===== config.mk =====
export PLATFORM = sky130hd
export DESIGN_NAME = oscillating_motor_mode_controller
export DESIGN_NICKNAME = d
export VERILOG_FILES = /design/src/sv/omm_pkg.sv /design/src/sv/oscillating_motor_mode_controller.sv /design/src/sv/omm_step.sv
export SDC_FILE = /design/constraint.sdc
export NUM_CORES = 1
export LEC_CHECK = 0
export BUFFER_PORTS_ARGS = -buffer_cell sky130_fd_sc_hd__buf_2
export CORE_UTILIZATION = 30
export CTS_CLUSTER_DIAMETER = 50
export DETAILED_ROUTE_END_ITERATION = 16
export GPL_TIMING_DRIVEN = 1
export SYNTH_ARGS = -nofsm -noshare
export SYNTH_HDL_FRONTEND = slang
export SYNTH_SLANG_ARGS = --single-unit
export TNS_END_PERCENT = 5

===== constraint.sdc =====
create_clock -name clk_i -period 6.87 [get_ports clk_i]
set_clock_uncertainty 0.05 [all_clocks]
set_input_delay 1.0305 -clock clk_i [delete_from_list [all_inputs] [get_ports clk_i]]
set_output_delay 1.0305 -clock clk_i [all_outputs]
set_load 0.03 [all_outputs]

===== src/sv/omm_pkg.sv =====
// omm_pkg: shared types, mode codes, constants and helpers for the rocking motor
// mode controller. Used by omm_step and oscillating_motor_mode_controller.
// No dependencies.
package omm_pkg;

  // startup timeout and middle settle time, in ticks
  localparam logic [15:0] STARTUP_TICKS       = 16'd350;
  localparam logic [7:0]  MIDDLE_SETTLE_TICKS = 8'd150;

  localparam logic [15:0] FREQ_RESET   = 16'd50;
  localparam logic [7:0]  PERCENT_FULL = 8'd100;

  // x / 6 for 16-bit x: (x * ceil(2^18 / 6)) >> 18 is exact over the whole range
  localparam logic [15:0] DIV6_RECIP = 16'd43691;
  localparam int unsigned DIV6_SHIFT = 18;

  // configuration register indexes
  localparam int unsigned CFG_IDX_W = 2;
  localparam logic [CFG_IDX_W-1:0] CFG_ROCK_FREQ    = 2'd0;
  localparam logic [CFG_IDX_W-1:0] CFG_FIXED_FREQ   = 2'd1;
  localparam logic [CFG_IDX_W-1:0] CFG_STOP_PERCENT = 2'd2;
  localparam int unsigned CFG_DATA_W = 16;

  // external binary mode codes
  localparam logic [2:0] MODE_CODE_OFF       = 3'd0;
  localparam logic [2:0] MODE_CODE_ON        = 3'd1;
  localparam logic [2:0] MODE_CODE_SEEK      = 3'd2;
  localparam logic [2:0] MODE_CODE_SEEKWAIT  = 3'd3;
  localparam logic [2:0] MODE_CODE_ROCKSTART = 3'd4;
  localparam logic [2:0] MODE_CODE_ROCK      = 3'd5;

  typedef enum logic [5:0] {
    MODE_OFF       = 6'b000001,
    MODE_ON        = 6'b000010,
    MODE_SEEK      = 6'b000100,
    MODE_SEEKWAIT  = 6'b001000,
    MODE_ROCKSTART = 6'b010000,
    MODE_ROCK      = 6'b100000
  } mode_e;

  typedef struct packed {
    logic       cmd;
    logic [2:0] new_mode;
    logic       left_event;
    logic       left_active;
    logic       right_event;
    logic       right_active;
    logic       middle_event;
    logic       middle_active;
    logic       on_live_page;
    logic [7:0] percent;
  } omm_in_t;

  typedef struct packed {
    logic        drive_enable;
    logic        drive_dir;
    logic [15:0] drive_freq;
    logic        pulse_gate;
    logic [2:0]  mode_now;
  } omm_out_t;

  typedef struct packed {
    logic [15:0] rock_freq;
    logic [15:0] fixed_freq;
    logic [6:0]  stop_percent;
  } omm_cfg_t;

  function automatic logic [2:0] mode_to_code(mode_e m);
    logic [2:0] c;
    case (m)
      MODE_OFF:       c = MODE_CODE_OFF;
      MODE_ON:        c = MODE_CODE_ON;
      MODE_SEEK:      c = MODE_CODE_SEEK;
      MODE_SEEKWAIT:  c = MODE_CODE_SEEKWAIT;
      MODE_ROCKSTART: c = MODE_CODE_ROCKSTART;
      MODE_ROCK:      c = MODE_CODE_ROCK;
      default:        c = MODE_CODE_OFF;
    endcase
    return c;
  endfunction

  function automatic mode_e code_to_mode(logic [2:0] c);
    mode_e m;
    case (c)
      MODE_CODE_OFF:       m = MODE_OFF;
      MODE_CODE_ON:        m = MODE_ON;
      MODE_CODE_SEEK:      m = MODE_SEEK;
      MODE_CODE_SEEKWAIT:  m = MODE_SEEKWAIT;
      MODE_CODE_ROCKSTART: m = MODE_ROCKSTART;
      MODE_CODE_ROCK:      m = MODE_ROCK;
      default:             m = MODE_OFF;
    endcase
    return m;
  endfunction

  function automatic logic [15:0] div6(logic [15:0] x);
    logic [31:0] p;
    p = 32'(x) * 32'(DIV6_RECIP);
    return 16'(p >> DIV6_SHIFT);
  endfunction

endpackage


===== src/sv/oscillating_motor_mode_controller.sv =====
// oscillating_motor_mode_controller: top level with input register, result register
// and configuration registers around omm_step.
// Depends on omm_pkg and omm_step.

// Takes one transaction per cycle while in_stall_o is low and returns one result
// per transaction; each is held in the input register, then passes through the mode
// step logic into the result register. The input register holds while a stalled
// result waits, so a transaction is then taken only if the input register is empty.
// A tick (cmd 0) runs the startup timeout, steps the mode and applies pending limit
// events; a set-mode transaction (cmd 1) only loads the mode and latches switch
// events. Configuration writes are for the user to make only while idle; the block
// itself does not enforce it. They go straight to the step logic.
module oscillating_motor_mode_controller (
  input  logic                              clk_i,
  input  logic                              rst_ni,
  input  logic                              in_valid_i,
  output logic                              in_stall_o,
  input  omm_pkg::omm_in_t                  in_item_i,
  output logic                              out_valid_o,
  input  logic                              out_stall_i,
  output omm_pkg::omm_out_t                 out_item_o,
  input  logic                              cfg_we_i,
  input  logic [omm_pkg::CFG_IDX_W-1:0]     cfg_idx_i,
  input  logic [omm_pkg::CFG_DATA_W-1:0]    cfg_wdata_i
);

  logic              in_valid_q;
  omm_pkg::omm_in_t  in_item_q;
  logic              out_valid_q;
  omm_pkg::omm_out_t out_item_q;
  omm_pkg::omm_cfg_t cfg_q;
  omm_pkg::omm_out_t res;
  logic              out_free;
  logic              step;

  assign out_free   = !out_valid_q || !out_stall_i;
  assign step       = in_valid_q && out_free;
  assign in_stall_o = in_valid_q && !out_free;

  always_ff @(posedge clk_i or negedge rst_ni) begin
    if (!rst_ni) begin
      in_valid_q <= 1'b0;
    end else if (!in_stall_o) begin
      in_valid_q <= in_valid_i;
    end
  end

  always_ff @(posedge clk_i) begin
    if (!in_stall_o && in_valid_i) begin
      in_item_q <= in_item_i;
    end
  end

  always_ff @(posedge clk_i or negedge rst_ni) begin
    if (!rst_ni) begin
      out_valid_q <= 1'b0;
    end else if (out_free) begin
      out_valid_q <= in_valid_q;
    end
  end

  always_ff @(posedge clk_i) begin
    if (step) begin
      out_item_q <= res;
    end
  end

  always_ff @(posedge clk_i or negedge rst_ni) begin
    if (!rst_ni) begin
      cfg_q <= '0;
    end else if (cfg_we_i) begin
      case (cfg_idx_i)
        omm_pkg::CFG_ROCK_FREQ:    cfg_q.rock_freq    <= cfg_wdata_i;
        omm_pkg::CFG_FIXED_FREQ:   cfg_q.fixed_freq   <= cfg_wdata_i;
        omm_pkg::CFG_STOP_PERCENT: cfg_q.stop_percent <= cfg_wdata_i[6:0];
        default: begin
          cfg_q <= cfg_q;
        end
      endcase
    end
  end

  omm_step u_step (
    .clk_i  (clk_i),
    .rst_ni (rst_ni),
    .step_i (step),
    .item_i (in_item_q),
    .cfg_i  (cfg_q),
    .res_o  (res)
  );

  assign out_valid_o = out_valid_q;
  assign out_item_o  = out_item_q;

endmodule


===== src/sv/omm_step.sv =====
// omm_step: controller state (mode, startup timer, settle counter, drive registers,
// pending switch events) and the per-transaction update logic.
// Depends on omm_pkg.
module omm_step (
  input  logic             clk_i,
  input  logic             rst_ni,
  input  logic             step_i,
  input  omm_pkg::omm_in_t  item_i,
  input  omm_pkg::omm_cfg_t cfg_i,
  output omm_pkg::omm_out_t res_o
);

  omm_pkg::mode_e mode_q, mode_d;
  logic        armed_q, armed_d;
  logic [15:0] count_q, count_d;
  logic        seen_q, seen_d;
  logic [7:0]  wait_q, wait_d;
  logic        enable_q, enable_d;
  logic        dir_q, dir_d;
  logic [15:0] freq_q, freq_d;
  logic        gate_q, gate_d;
  logic [2:0]  pend_q, pend_d;   // bit0 left, bit1 right, bit2 middle

  always_comb begin
    mode_d   = mode_q;
    armed_d  = armed_q;
    count_d  = count_q;
    seen_d   = seen_q;
    wait_d   = wait_q;
    enable_d = enable_q;
    dir_d    = dir_q;
    freq_d   = freq_q;
    gate_d   = gate_q;
    pend_d   = pend_q | {item_i.middle_event, item_i.right_event, item_i.left_event};

    if (item_i.cmd) begin
      // codes above rock are ignored
      if (item_i.new_mode <= omm_pkg::MODE_CODE_ROCK) begin
        mode_d = omm_pkg::code_to_mode(item_i.new_mode);
      end
    end else begin
      if (armed_q) begin
        count_d = count_q + 16'd1;
        if (count_q >= omm_pkg::STARTUP_TICKS) begin
          armed_d = 1'b0;
          mode_d  = omm_pkg::MODE_SEEK;
        end
      end

      case (mode_d)
        omm_pkg::MODE_OFF: begin
          gate_d   = 1'b0;
          enable_d = 1'b0;
        end
        omm_pkg::MODE_ON: begin
          gate_d   = 1'b0;
          enable_d = 1'b1;
        end
        omm_pkg::MODE_SEEK: begin
          gate_d   = 1'b1;
          enable_d = 1'b1;
          freq_d   = omm_pkg::div6(cfg_i.fixed_freq);
          seen_d   = 1'b0;
          mode_d   = omm_pkg::MODE_SEEKWAIT;
        end
        omm_pkg::MODE_SEEKWAIT: begin
          if (!seen_q && pend_d[2]) begin
            pend_d[2] = 1'b0;
            if (item_i.middle_active) begin
              seen_d = 1'b1;
              wait_d = omm_pkg::MIDDLE_SETTLE_TICKS;
            end
          end else if (seen_q) begin
            // wraps from zero when seekwait is forced with middle already seen
            wait_d = wait_q - 8'd1;
            if (wait_d == 8'd0) begin
              mode_d = omm_pkg::MODE_ON;
            end
          end
        end
        omm_pkg::MODE_ROCKSTART: begin
          gate_d   = 1'b1;
          enable_d = 1'b1;
          freq_d   = cfg_i.rock_freq;
          mode_d   = omm_pkg::MODE_ROCK;
        end
        omm_pkg::MODE_ROCK: begin
          if (item_i.on_live_page && (item_i.percent >= {1'b0, cfg_i.stop_percent})
              && (item_i.percent < omm_pkg::PERCENT_FULL)) begin
            mode_d = omm_pkg::MODE_SEEK;
          end
        end
        default: begin
          mode_d = mode_q;
        end
      endcase

      // left limit wins, right stays pending meanwhile
      if (pend_d[0]) begin
        pend_d[0] = 1'b0;
        if (item_i.left_active) begin
          dir_d = 1'b0;
        end
      end else if (pend_d[1]) begin
        pend_d[1] = 1'b0;
        if (item_i.right_active) begin
          dir_d = 1'b1;
        end
      end
    end
  end

  always_ff @(posedge clk_i or negedge rst_ni) begin
    if (!rst_ni) begin
      mode_q   <= omm_pkg::MODE_OFF;
      armed_q  <= 1'b1;
      count_q  <= '0;
      seen_q   <= 1'b0;
      wait_q   <= omm_pkg::MIDDLE_SETTLE_TICKS;
      enable_q <= 1'b0;
      dir_q    <= 1'b0;
      freq_q   <= omm_pkg::FREQ_RESET;
      gate_q   <= 1'b0;
      pend_q   <= '0;
    end else if (step_i) begin
      mode_q   <= mode_d;
      armed_q  <= armed_d;
      count_q  <= count_d;
      seen_q   <= seen_d;
      wait_q   <= wait_d;
      enable_q <= enable_d;
      dir_q    <= dir_d;
      freq_q   <= freq_d;
      gate_q   <= gate_d;
      pend_q   <= pend_d;
    end
  end

  // result shows the state after this transaction
  always_comb begin
    res_o.drive_enable = enable_d;
    res_o.drive_dir    = dir_d;
    res_o.drive_freq   = freq_d;
    res_o.pulse_gate   = gate_d;
    res_o.mode_now     = omm_pkg::mode_to_code(mode_d);
  end

  // startup timeout always lands in seekwait via seek
  a_startup_to_seekwait: assert property (@(posedge clk_i) disable iff (!rst_ni)
    $fell(armed_q) |-> (mode_q == omm_pkg::MODE_SEEKWAIT))
    else $error("startup timeout did not enter seekwait");

  a_startup_once: assert property (@(posedge clk_i) disable iff (!rst_ni)
    !armed_q |=> !armed_q)
    else $error("startup timeout rearmed");

  a_middle_seen_settle: assert property (@(posedge clk_i) disable iff (!rst_ni)
    $rose(seen_q) |-> (mode_q == omm_pkg::MODE_SEEKWAIT
                       && wait_q == omm_pkg::MIDDLE_SETTLE_TICKS))
    else $error("middle seen outside seekwait or without settle reload");

  a_gate_needs_enable: assert property (@(posedge clk_i) disable iff (!rst_ni)
    gate_q |-> enable_q)
    else $error("pulse gate running with driver disabled");

endmodule


== Word level (Yosys, flattened, before mapping) ==
Cells that the tools add are included.

* Flip-flop bits (word level): 136

* $add $sub $neg: 2
* Multipliers: 1
* Order comparisons: 4
* Eq/ne operators: 21
* Multiplexer cells: 35
* Bitwise gates (word level): 2
* Reductions and logical operators: 26

{| class="wikitable"
|+ Operators with widths
! operator !! number
|-
| $pmux W6 S5 || 2
|-
| $mux W6 || 9
|-
| $mul A16 B16 Y32 const B || 1
|-
| $pmux W16 S2 || 1
|-
| $mux W8 || 3
|-
| $add A16 B1 Y16 const B || 1
|-
| $ge A16 B9 Y1 const B || 1
|-
| $mux W16 || 1
|-
| $pmux W3 S5 || 1
|-
| $mux W1 || 14
|-
| $eq A6 B2 Y1 const B || 2
|-
| $eq A6 B3 Y1 const B || 2
|-
| $eq A6 B4 Y1 const B || 2
|-
| $eq A6 B5 Y1 const B || 2
|-
| $eq A6 B6 Y1 const B || 2
|-
| $reduce_and A5 Y1 || 2
|-
| $ge A8 B7 Y1 || 1
|-
| $logic_not A8 Y1 || 1
|-
| $lt A8 B7 Y1 const B || 1
|-
| $reduce_and A2 Y1 || 4
|-
| $sub A8 B1 Y8 const B || 1
|-
| $eq A3 B2 Y1 const B || 2
|-
| $eq A3 B3 Y1 const B || 2
|-
| $eq A6 B1 Y1 const B || 1
|-
| other kinds (18) || 32
|}

== Logic depth before layout (Yosys ltp) ==
Gate-level depths: netlist (run 1).

* Depth after elaboration: 11
* Depth in mapped cells: 20
* Mapped depth without buffers: 20

== By module ==
From an unflattened synthesis (run 1), not the netlist that was laid out.

* Cell total of the unflattened synthesis: 1038
* Area, all modules: 10895.4 sq um

{| class="wikitable"
|+ Modules (own cells, without submodules)
! module !! instances !! cells an instance !! area each (sq um) !! sequential area each (sq um)
|-
| omm_step || 1 || 906 || 8102.8 || 1362.6
|-
| oscillating_motor_mode_controller || 1 || 132 || 2792.7 || 2257.2
|}

== Worst setup path after synthesis (run 1) ==
OpenSTA, ideal clock, no wires.

* Kind: reg-to-reg
* Start: reg cfg_q[8] in the netlist's numbering
* End: reg out_item_q (netlist bit out_item_o[17]) (data pin)
* Setup time: 0.271 ns
* Arrival: 5.186 ns
* Data required time: 6.549 ns
* Slack: 1.363 ns
* Stages on the path, launching flop included: 20
* Buffers on the path: 0
* Clock period less this slack: 5.507 ns
* Path through: dfrtp_1 ha_1 xor2_1 ha_1 inv_1 fa_1 inv_1 fa_1 fa_1 inv_1 fa_1 inv_1 ha_1 and3_1 o211ai_1 nor4_1 o211ai_1 a211o_1 a222oi_1 o21ai_0

{| class="wikitable"
|+ RTL lines
! item !! line !! text
|-
| from (decl) || oscillating_motor_mode_controller.sv:31 || <nowiki>omm_pkg::omm_cfg_t cfg_q;</nowiki>
|-
| from (signal assigned) || oscillating_motor_mode_controller.sv:77 || <nowiki>cfg_q <= cfg_q;</nowiki>
|-
| to (signal assigned) || oscillating_motor_mode_controller.sv:64 || <nowiki>out_item_q <= res;</nowiki>
|-
| to (decl) || oscillating_motor_mode_controller.sv:30 || <nowiki>omm_pkg::omm_out_t out_item_q;</nowiki>
|}

==> summary.md, run 1 <==
| Metric | Value |
|---|---|
| Post-CTS Setup Inserts | `0` |
| CP max stage cell | `nor4_1` |
| CP max FO | `7` |
| Clk pin slew, worst setup/hold paths | `70 ps` |
| Final hold slack | `412.1 ps` |
| Area Overhead vs Synth | `13.33%` |
| Most frequent cells in the layout | `206 x inv_1, 140 x ha_1, 86 x dfrtp_1` |
| Layout net count | `between 1,000 and 1,500` |
| Number of enable flip-flop cells after synthesis | `41` |
| Slowest cell delay on critical path | `730 ps` |
| Endpoints failing setup | `0` |
| Syn_area_per_cell | `10.33 sq um` |
| Max-slew violation count | `0` |
| Cell-by-cell trace of the critical path | `ha_1, ha_1, inv_1, fa_1, inv_1, fa_1, fa_1, inv_1, fa_1, inv_1, ha_1, a211oi_1, nand4_1, nor4_1, nor4_1, o211ai_1, a211o_1, o221ai_1, a21o_1` |
| Most common cell after layout, fill and taps aside | `inv_1` |
| Residual DRC count | `4` |
| Critical path data required time | `7000 ps` |
| Num CTS Buffers | `17` |
| Final ANT Viol Nets | `0` |
| Starting density of the core | `0.3056` |
| CTS sink count | `approximately 140` |
| Die height | `slightly below 200 um` |
| DRT Wirelength | `about 26,000 um` |
| Ant. Diodes | `0` |
| Buf/Inv on CP | `4` |
| Final hold viol count | `0` |
| # port buffers | `65` |
| Final min period | `around 6500 ps` |
| CTS HTree Levels | `4` |
| CTS tree | `yes` |
| Final core utilization | `0.3464` |
| Global placement routability congestion | `between 0.9 and 1` |
| Global-route usage over all layers | `0.1455` |
| Die ar. | `37,090 sq um` |
| Vias | `about 7,600` |
| Crit start category | `flip-flop` |
| # rows | `69` |
| GR Overflow Total | `0` |
| Vias/cell | `4.774` |
| Max-Slew Margin vs Limit | `0.2423` |
| CTS resizes | `0` |
| Worst-Margin Slew | `1133 ps` |
| First-pass GRT wire length | `41,460 um` |
| Worst min-delay path category | `reg -> reg` |
| Seq/Total Area, Yosys | `0.3321` |
| Worst skew pair latency | `between 400 and 500 ps` |
| Ports | `66` |
| Core area | `~36,000 sq um` |
| Post-Syn Instances | `1,055` |
| Pre-CTS WS | `529.3 ps` |
| Synthesized area | `10,900 sq um` |
| Layout cells sized above 1 | `0.1490` |
| Achievable frequency | `153.2 MHz` |
| Synthesized flop and latch total | `136` |
| CTS Hold Buffers Added | `0` |
| Max Cap Violations | `0` |
| Vias in the first global route | `7,687` |
| Wire length per cell | `16.03 um` |
| Initial antenna violation count | `0` |
| Setup tns final | `0 ps` |
| Detailed Routing Iterations Pass 1 | `12` |
| YS warnings | `0` |
| Crit-path leading delay family | `adder cells` |
| Type of the worst setup path | `reg -> reg` |
| Final period util | `0.9504` |
| Die width | `192.6 um` |
| Crit path DAT | `6660 ps` |
| Slack of the critical path | `341.0 ps` |
| Failing checks | `design-rule violations` |
| Asr flop ratio synth | `0.6985` |
| Mapped Nets | `roughly 1,300` |
| Count of cell types in the netlist | `69` |
| Root buf cell | `clkbuf_16` |
| Dpl hpwl | `20,430 um` |
| Status | `finished with violations` |
| Unrepaired setup endpoints after global routing | `false` |
| Dominant synthesized flop cell | `dfrtp_1` |
| Clock buffer depth | `2` |
| CP Capture Type | `flip-flop` |
| Initial DRC count | `between 400 and 500` |
| Pin count of the biggest net entering global routing | `73` |
-- worst reg2reg max path, stage by stage (launching register included) --
cell      delay [ps]
dfrtp_1          500
ha_1             460
ha_1             200
inv_1             60
fa_1             530
inv_1             60
fa_1             490
fa_1             560
inv_1             60
fa_1             540
inv_1             50
ha_1             330
a211oi_1         360
nand4_1          150
nor4_1           730
nor4_1           150
o211ai_1         400
a211o_1          250
o221ai_1         160
a21o_1           210
-- cells by family (layout without fill, tap and decap cells) --
family                   Yosys count  after routing  share of synthesized area
AO/OA/AOI/OAI                    168            168                     0.1090
XOR/XNOR                          41             41                    0.03295
adder cells (fa/ha/maj)          216            216                     0.3003
buffers and inverters            231            310                    0.08014
flip-flops                       136            136                     0.3321
multiplexers                      45             45                    0.04673
AND/OR/NAND/NOR                  218            218                    0.09874
-- metal layers --
| layer | GRT usage | up-vias | wire length [um] |
|---|---|---|---|
| li1 | - | 3727 | - |
| met2 | 0.2310 | 137 | 11810 |
| met3 | 0.01946 | 22 | 801 |
| met5 | 0 | - | 0 |
| met4 | 0.03846 | 0 | 431 |
| met1 | 0.2066 | 3729 | 12530 |
-- path summary, 6_finish.rpt --
path	startpoint	end	slack [ps]	cells past startpoint
max in group asynchronous	rst_ni	cfg_q[4]	5000	2
max	cfg_q[13]	out_item_o[16]	340	19
max reg2reg	cfg_q[13]	out_item_o[16]	340	19
min	u_step.count_q[15]	u_step.count_q[15]	410	1
min in group asynchronous	rst_ni	u_step.freq_q[14]	460	1
min reg2reg	u_step.count_q[15]	u_step.count_q[15]	410	1
-- cell usage after synthesis, drive strengths merged, types with 7 or more instances --
master | n | area, sq um
clkbuf | 19 | 71.32
nand3 | 16 | 80.08
edfxtp | 41 | 1231
inv | 206 | 773.2
dfstp | 9 | 236.5
nor3 | 9 | 50.05
nand2b | 11 | 68.82
and3 | 7 | 43.79
nor2 | 53 | 198.9
nand2 | 69 | 261.5
nand4 | 12 | 75.07
fa | 76 | 1521
o21a | 7 | 52.55
a22oi | 10 | 75.07
a31oi | 9 | 56.30
ha | 140 | 1752
mux2 | 44 | 499.2
a21o | 11 | 82.58
xnor2 | 19 | 166.4
o21ai | 43 | 215.2
xor2 | 22 | 192.7
a21oi | 28 | 140.1
dfrtp | 86 | 2152
-- final cells by class --
cell class	count	area (sq um)
fill	3580	23300
multi-input combinational	688	6410
sequential	136	3620
inverter	207	777.0
tap	461	576.8
clock buffer	17	425.4
timing repair buffer	71	372.9
clock inverter	15	168.9
-- flip-flops by register name (all words and copies together), names as in the netlist --
register	count
in_item_q	19
u_step.count_q	16
u_step.pend_q	3
u_step.wait_q	8
in_valid_q	1
cfg_q	39
out_item_o	22
u_step.mode_q	6
u_step.dir_q	1
u_step.enable_q	1
u_step.freq_q	16
out_valid_o	1
u_step.gate_q	1
u_step.armed_q	1
u_step.seen_q	1
-- per-stage QoR --
| stage | cells | instance area, sq um |
|---|---|---|
| floorplan | 1055 | 10900 |
| global placement | 1563 | 11760 |
| detailed placement | 1563 | 11760 |
| CTS | 1595 | 12350 |
| global route | 1595 | 12350 |
| finish | 1595 | 12350 |
Power of run 1 is not shown: default switching activity piles up to over one toggle a cycle in this logic, so the estimate is an artifact.
==> inputs of run 2 (changes only) <==
BUFFER_PORTS_ARGS = unset   (was -buffer_cell sky130_fd_sc_hd__buf_2)
DONT_BUFFER_PORTS = 1   (was unset)
==> run 2 against run 1 <==
  * The run still ends with design-rule violations left
  * First-iteration DRC count grew 3.0%
  * Setup slack improved by 110 ps
  * Maximum frequency grew 1.7%
  * Critical path type unchanged
==> summary.md, run 2 (synthesis gave the netlist of run 1 again) <==
| Metric | Value |
|---|---|
| Status | `finished with violations` |
| Failing checks | `design-rule violations` |
| Dpl hpwl | `a little over 20,000 um` |
| Layout net count | `1,314` |
| Crit start category | `flip-flop` |
| Vias/cell | `4.910` |
| CTS HTree Levels | `4` |
| CTS tree | `yes` |
| # rows | `~70` |
| Vias in the first global route | `7,672` |
| Global placement routability congestion | `between 0.8 and 0.9` |
| DRT Wirelength | `around 26,000 um` |
| Worst min-delay path category | `in -> async` |
| First-pass GRT wire length | `approximately 42,000 um` |
| Met3 routed WL | `1199 um` |
| Slowest cell delay on critical path | `620 ps` |
| Vias | `between 7,000 and 8,000` |
| Die width | `192.6 um` |
| Global-route usage over all layers | `0.1462` |
| CTS Hold Buffers Added | `0` |
| Final hold viol count | `0` |
| Clk pin slew, worst setup/hold paths | `80 ps` |
| Unrepaired setup endpoints after global routing | `false` |
| Ports | `66` |
| Final period util | `0.9347` |
| Most flop-heavy register | `cfg_q` |
| CTS sink count | `136` |
| Endpoints failing setup | `0` |
| Top layer in use | `met4` |
| Max-slew violation count | `0` |
| Pin count of the biggest net entering global routing | `between 90 and 100` |
| Detailed Routing Iterations Pass 1 | `11` |
| Final ANT Viol Nets | `0` |
| Max FFs per register | `39` |
| Post-CTS Setup Inserts | `0` |
| CP max FO | `8` |
| Achievable frequency | `155.7 MHz` |
| Met1 Wirelength | `12,170 um` |
| CP Capture Type | `flip-flop` |
| Final min period | `6421 ps` |
| CP max stage cell | `nor4_1` |
| Setup tns final | `0 ps` |
| Die height | `just under 200 um` |
| Max Cap Violations | `0` |
| Ant. Diodes | `0` |
| Max-Slew Margin vs Limit | `0.2103` |
| Root buf cell | `clkbuf_16` |
| Starting density of the core | `0.3056` |
| Initial antenna violation count | `0` |
| CTS resizes | `0` |
| Most common cell after layout, fill and taps aside | `inv_1` |
| Area Overhead vs Synth | `10.26%` |
| Residual DRC count | `4` |
| Core area | `roughly 36,000 sq um` |
| Wire length per cell | `16.79 um` |
| Type of the worst setup path | `reg -> reg` |
| Met2 Wirelength | `12,020 um` |
| # port buffers | `0` |
| Worst skew pair latency | `around 430 ps` |
| Worst-Margin Slew | `1181 ps` |
| Critical path data required time | `6990 ps` |
| Die ar. | `37,090 sq um` |
| Final hold slack | `256.1 ps` |
| Crit path DAT | `6540 ps` |
| Most frequent cells in the layout | `206 x inv_1, 140 x ha_1, 86 x dfrtp_1` |
| Clock buffer depth | `2` |
| Cell-by-cell trace of the critical path | `ha_1, ha_1, inv_1, fa_1, inv_1, fa_1, fa_1, inv_1, fa_1, inv_1, ha_1, a211oi_1, nand4_1, nor4_1, nor4_1, o211ai_1, a211o_1, o221ai_1, a21o_1` |
| Num CTS Buffers | `17` |
| GR Overflow Total | `0` |
| Initial DRC count | `485` |
| Layout cells sized above 1 | `0.09729` |
-- run 2: per-layer routing --
layer / global-route usage / up-vias
li1: - / 3583
met1: 0.2008 / 3749
met2: 0.2375 / 157
met3: 0.02819 / 24
met4: 0.02998 / 0
met5: 0 / -
-- run 2: worst max-delay path: cells and delay by family, from the launching register on --
family,cells,cell delay (ps)
flops,1,490
buf+inv,4,220
fa+ha+maj,7,3070
simple gates,3,950
compound gates,5,1390
-- run 2: through the flow --
stage	setup WS (ps)	instance area, sq um	util	cells
6_report	448.6	12020	0.3370	1530
5_1_grt	121.1	12020	0.3370	1530
4_1_cts	527.9	12020	0.3370	1530
3_5_place_dp	592.0	11430	0.3205	1498
3_3_place_gp	630.8	11430	0.3205	1498
2_1_floorplan	1363	10900	-	1055
-- run 2: area by class of cell --
cell class              count  area (sq um)
well taps                 461         576.8
repair buffers              6         45.04
fillers                  3544         23640
multi-input cells         688          6410
clock inverters            13         145.1
inverters                 207         777.0
clock buffers              19         442.9
flip-flops and latches    136          3620
-- run 2: path summary, 6_finish.rpt --
path,start,endpoint,slack [ps],cells after the start
setup reg to reg,cfg_q[11],out_item_o[16],450,19
hold reg to reg,u_step.count_q[15],u_step.count_q[15],410,1
setup / recovery,cfg_q[11],out_item_o[16],450,19
max in group asynchronous,rst_ni,u_step.freq_q[1],6290,0
min in group clk_i,u_step.count_q[15],u_step.count_q[15],410,1
hold / removal,rst_ni,cfg_q[15],260,0
Power of run 2 is left out for the same reason.
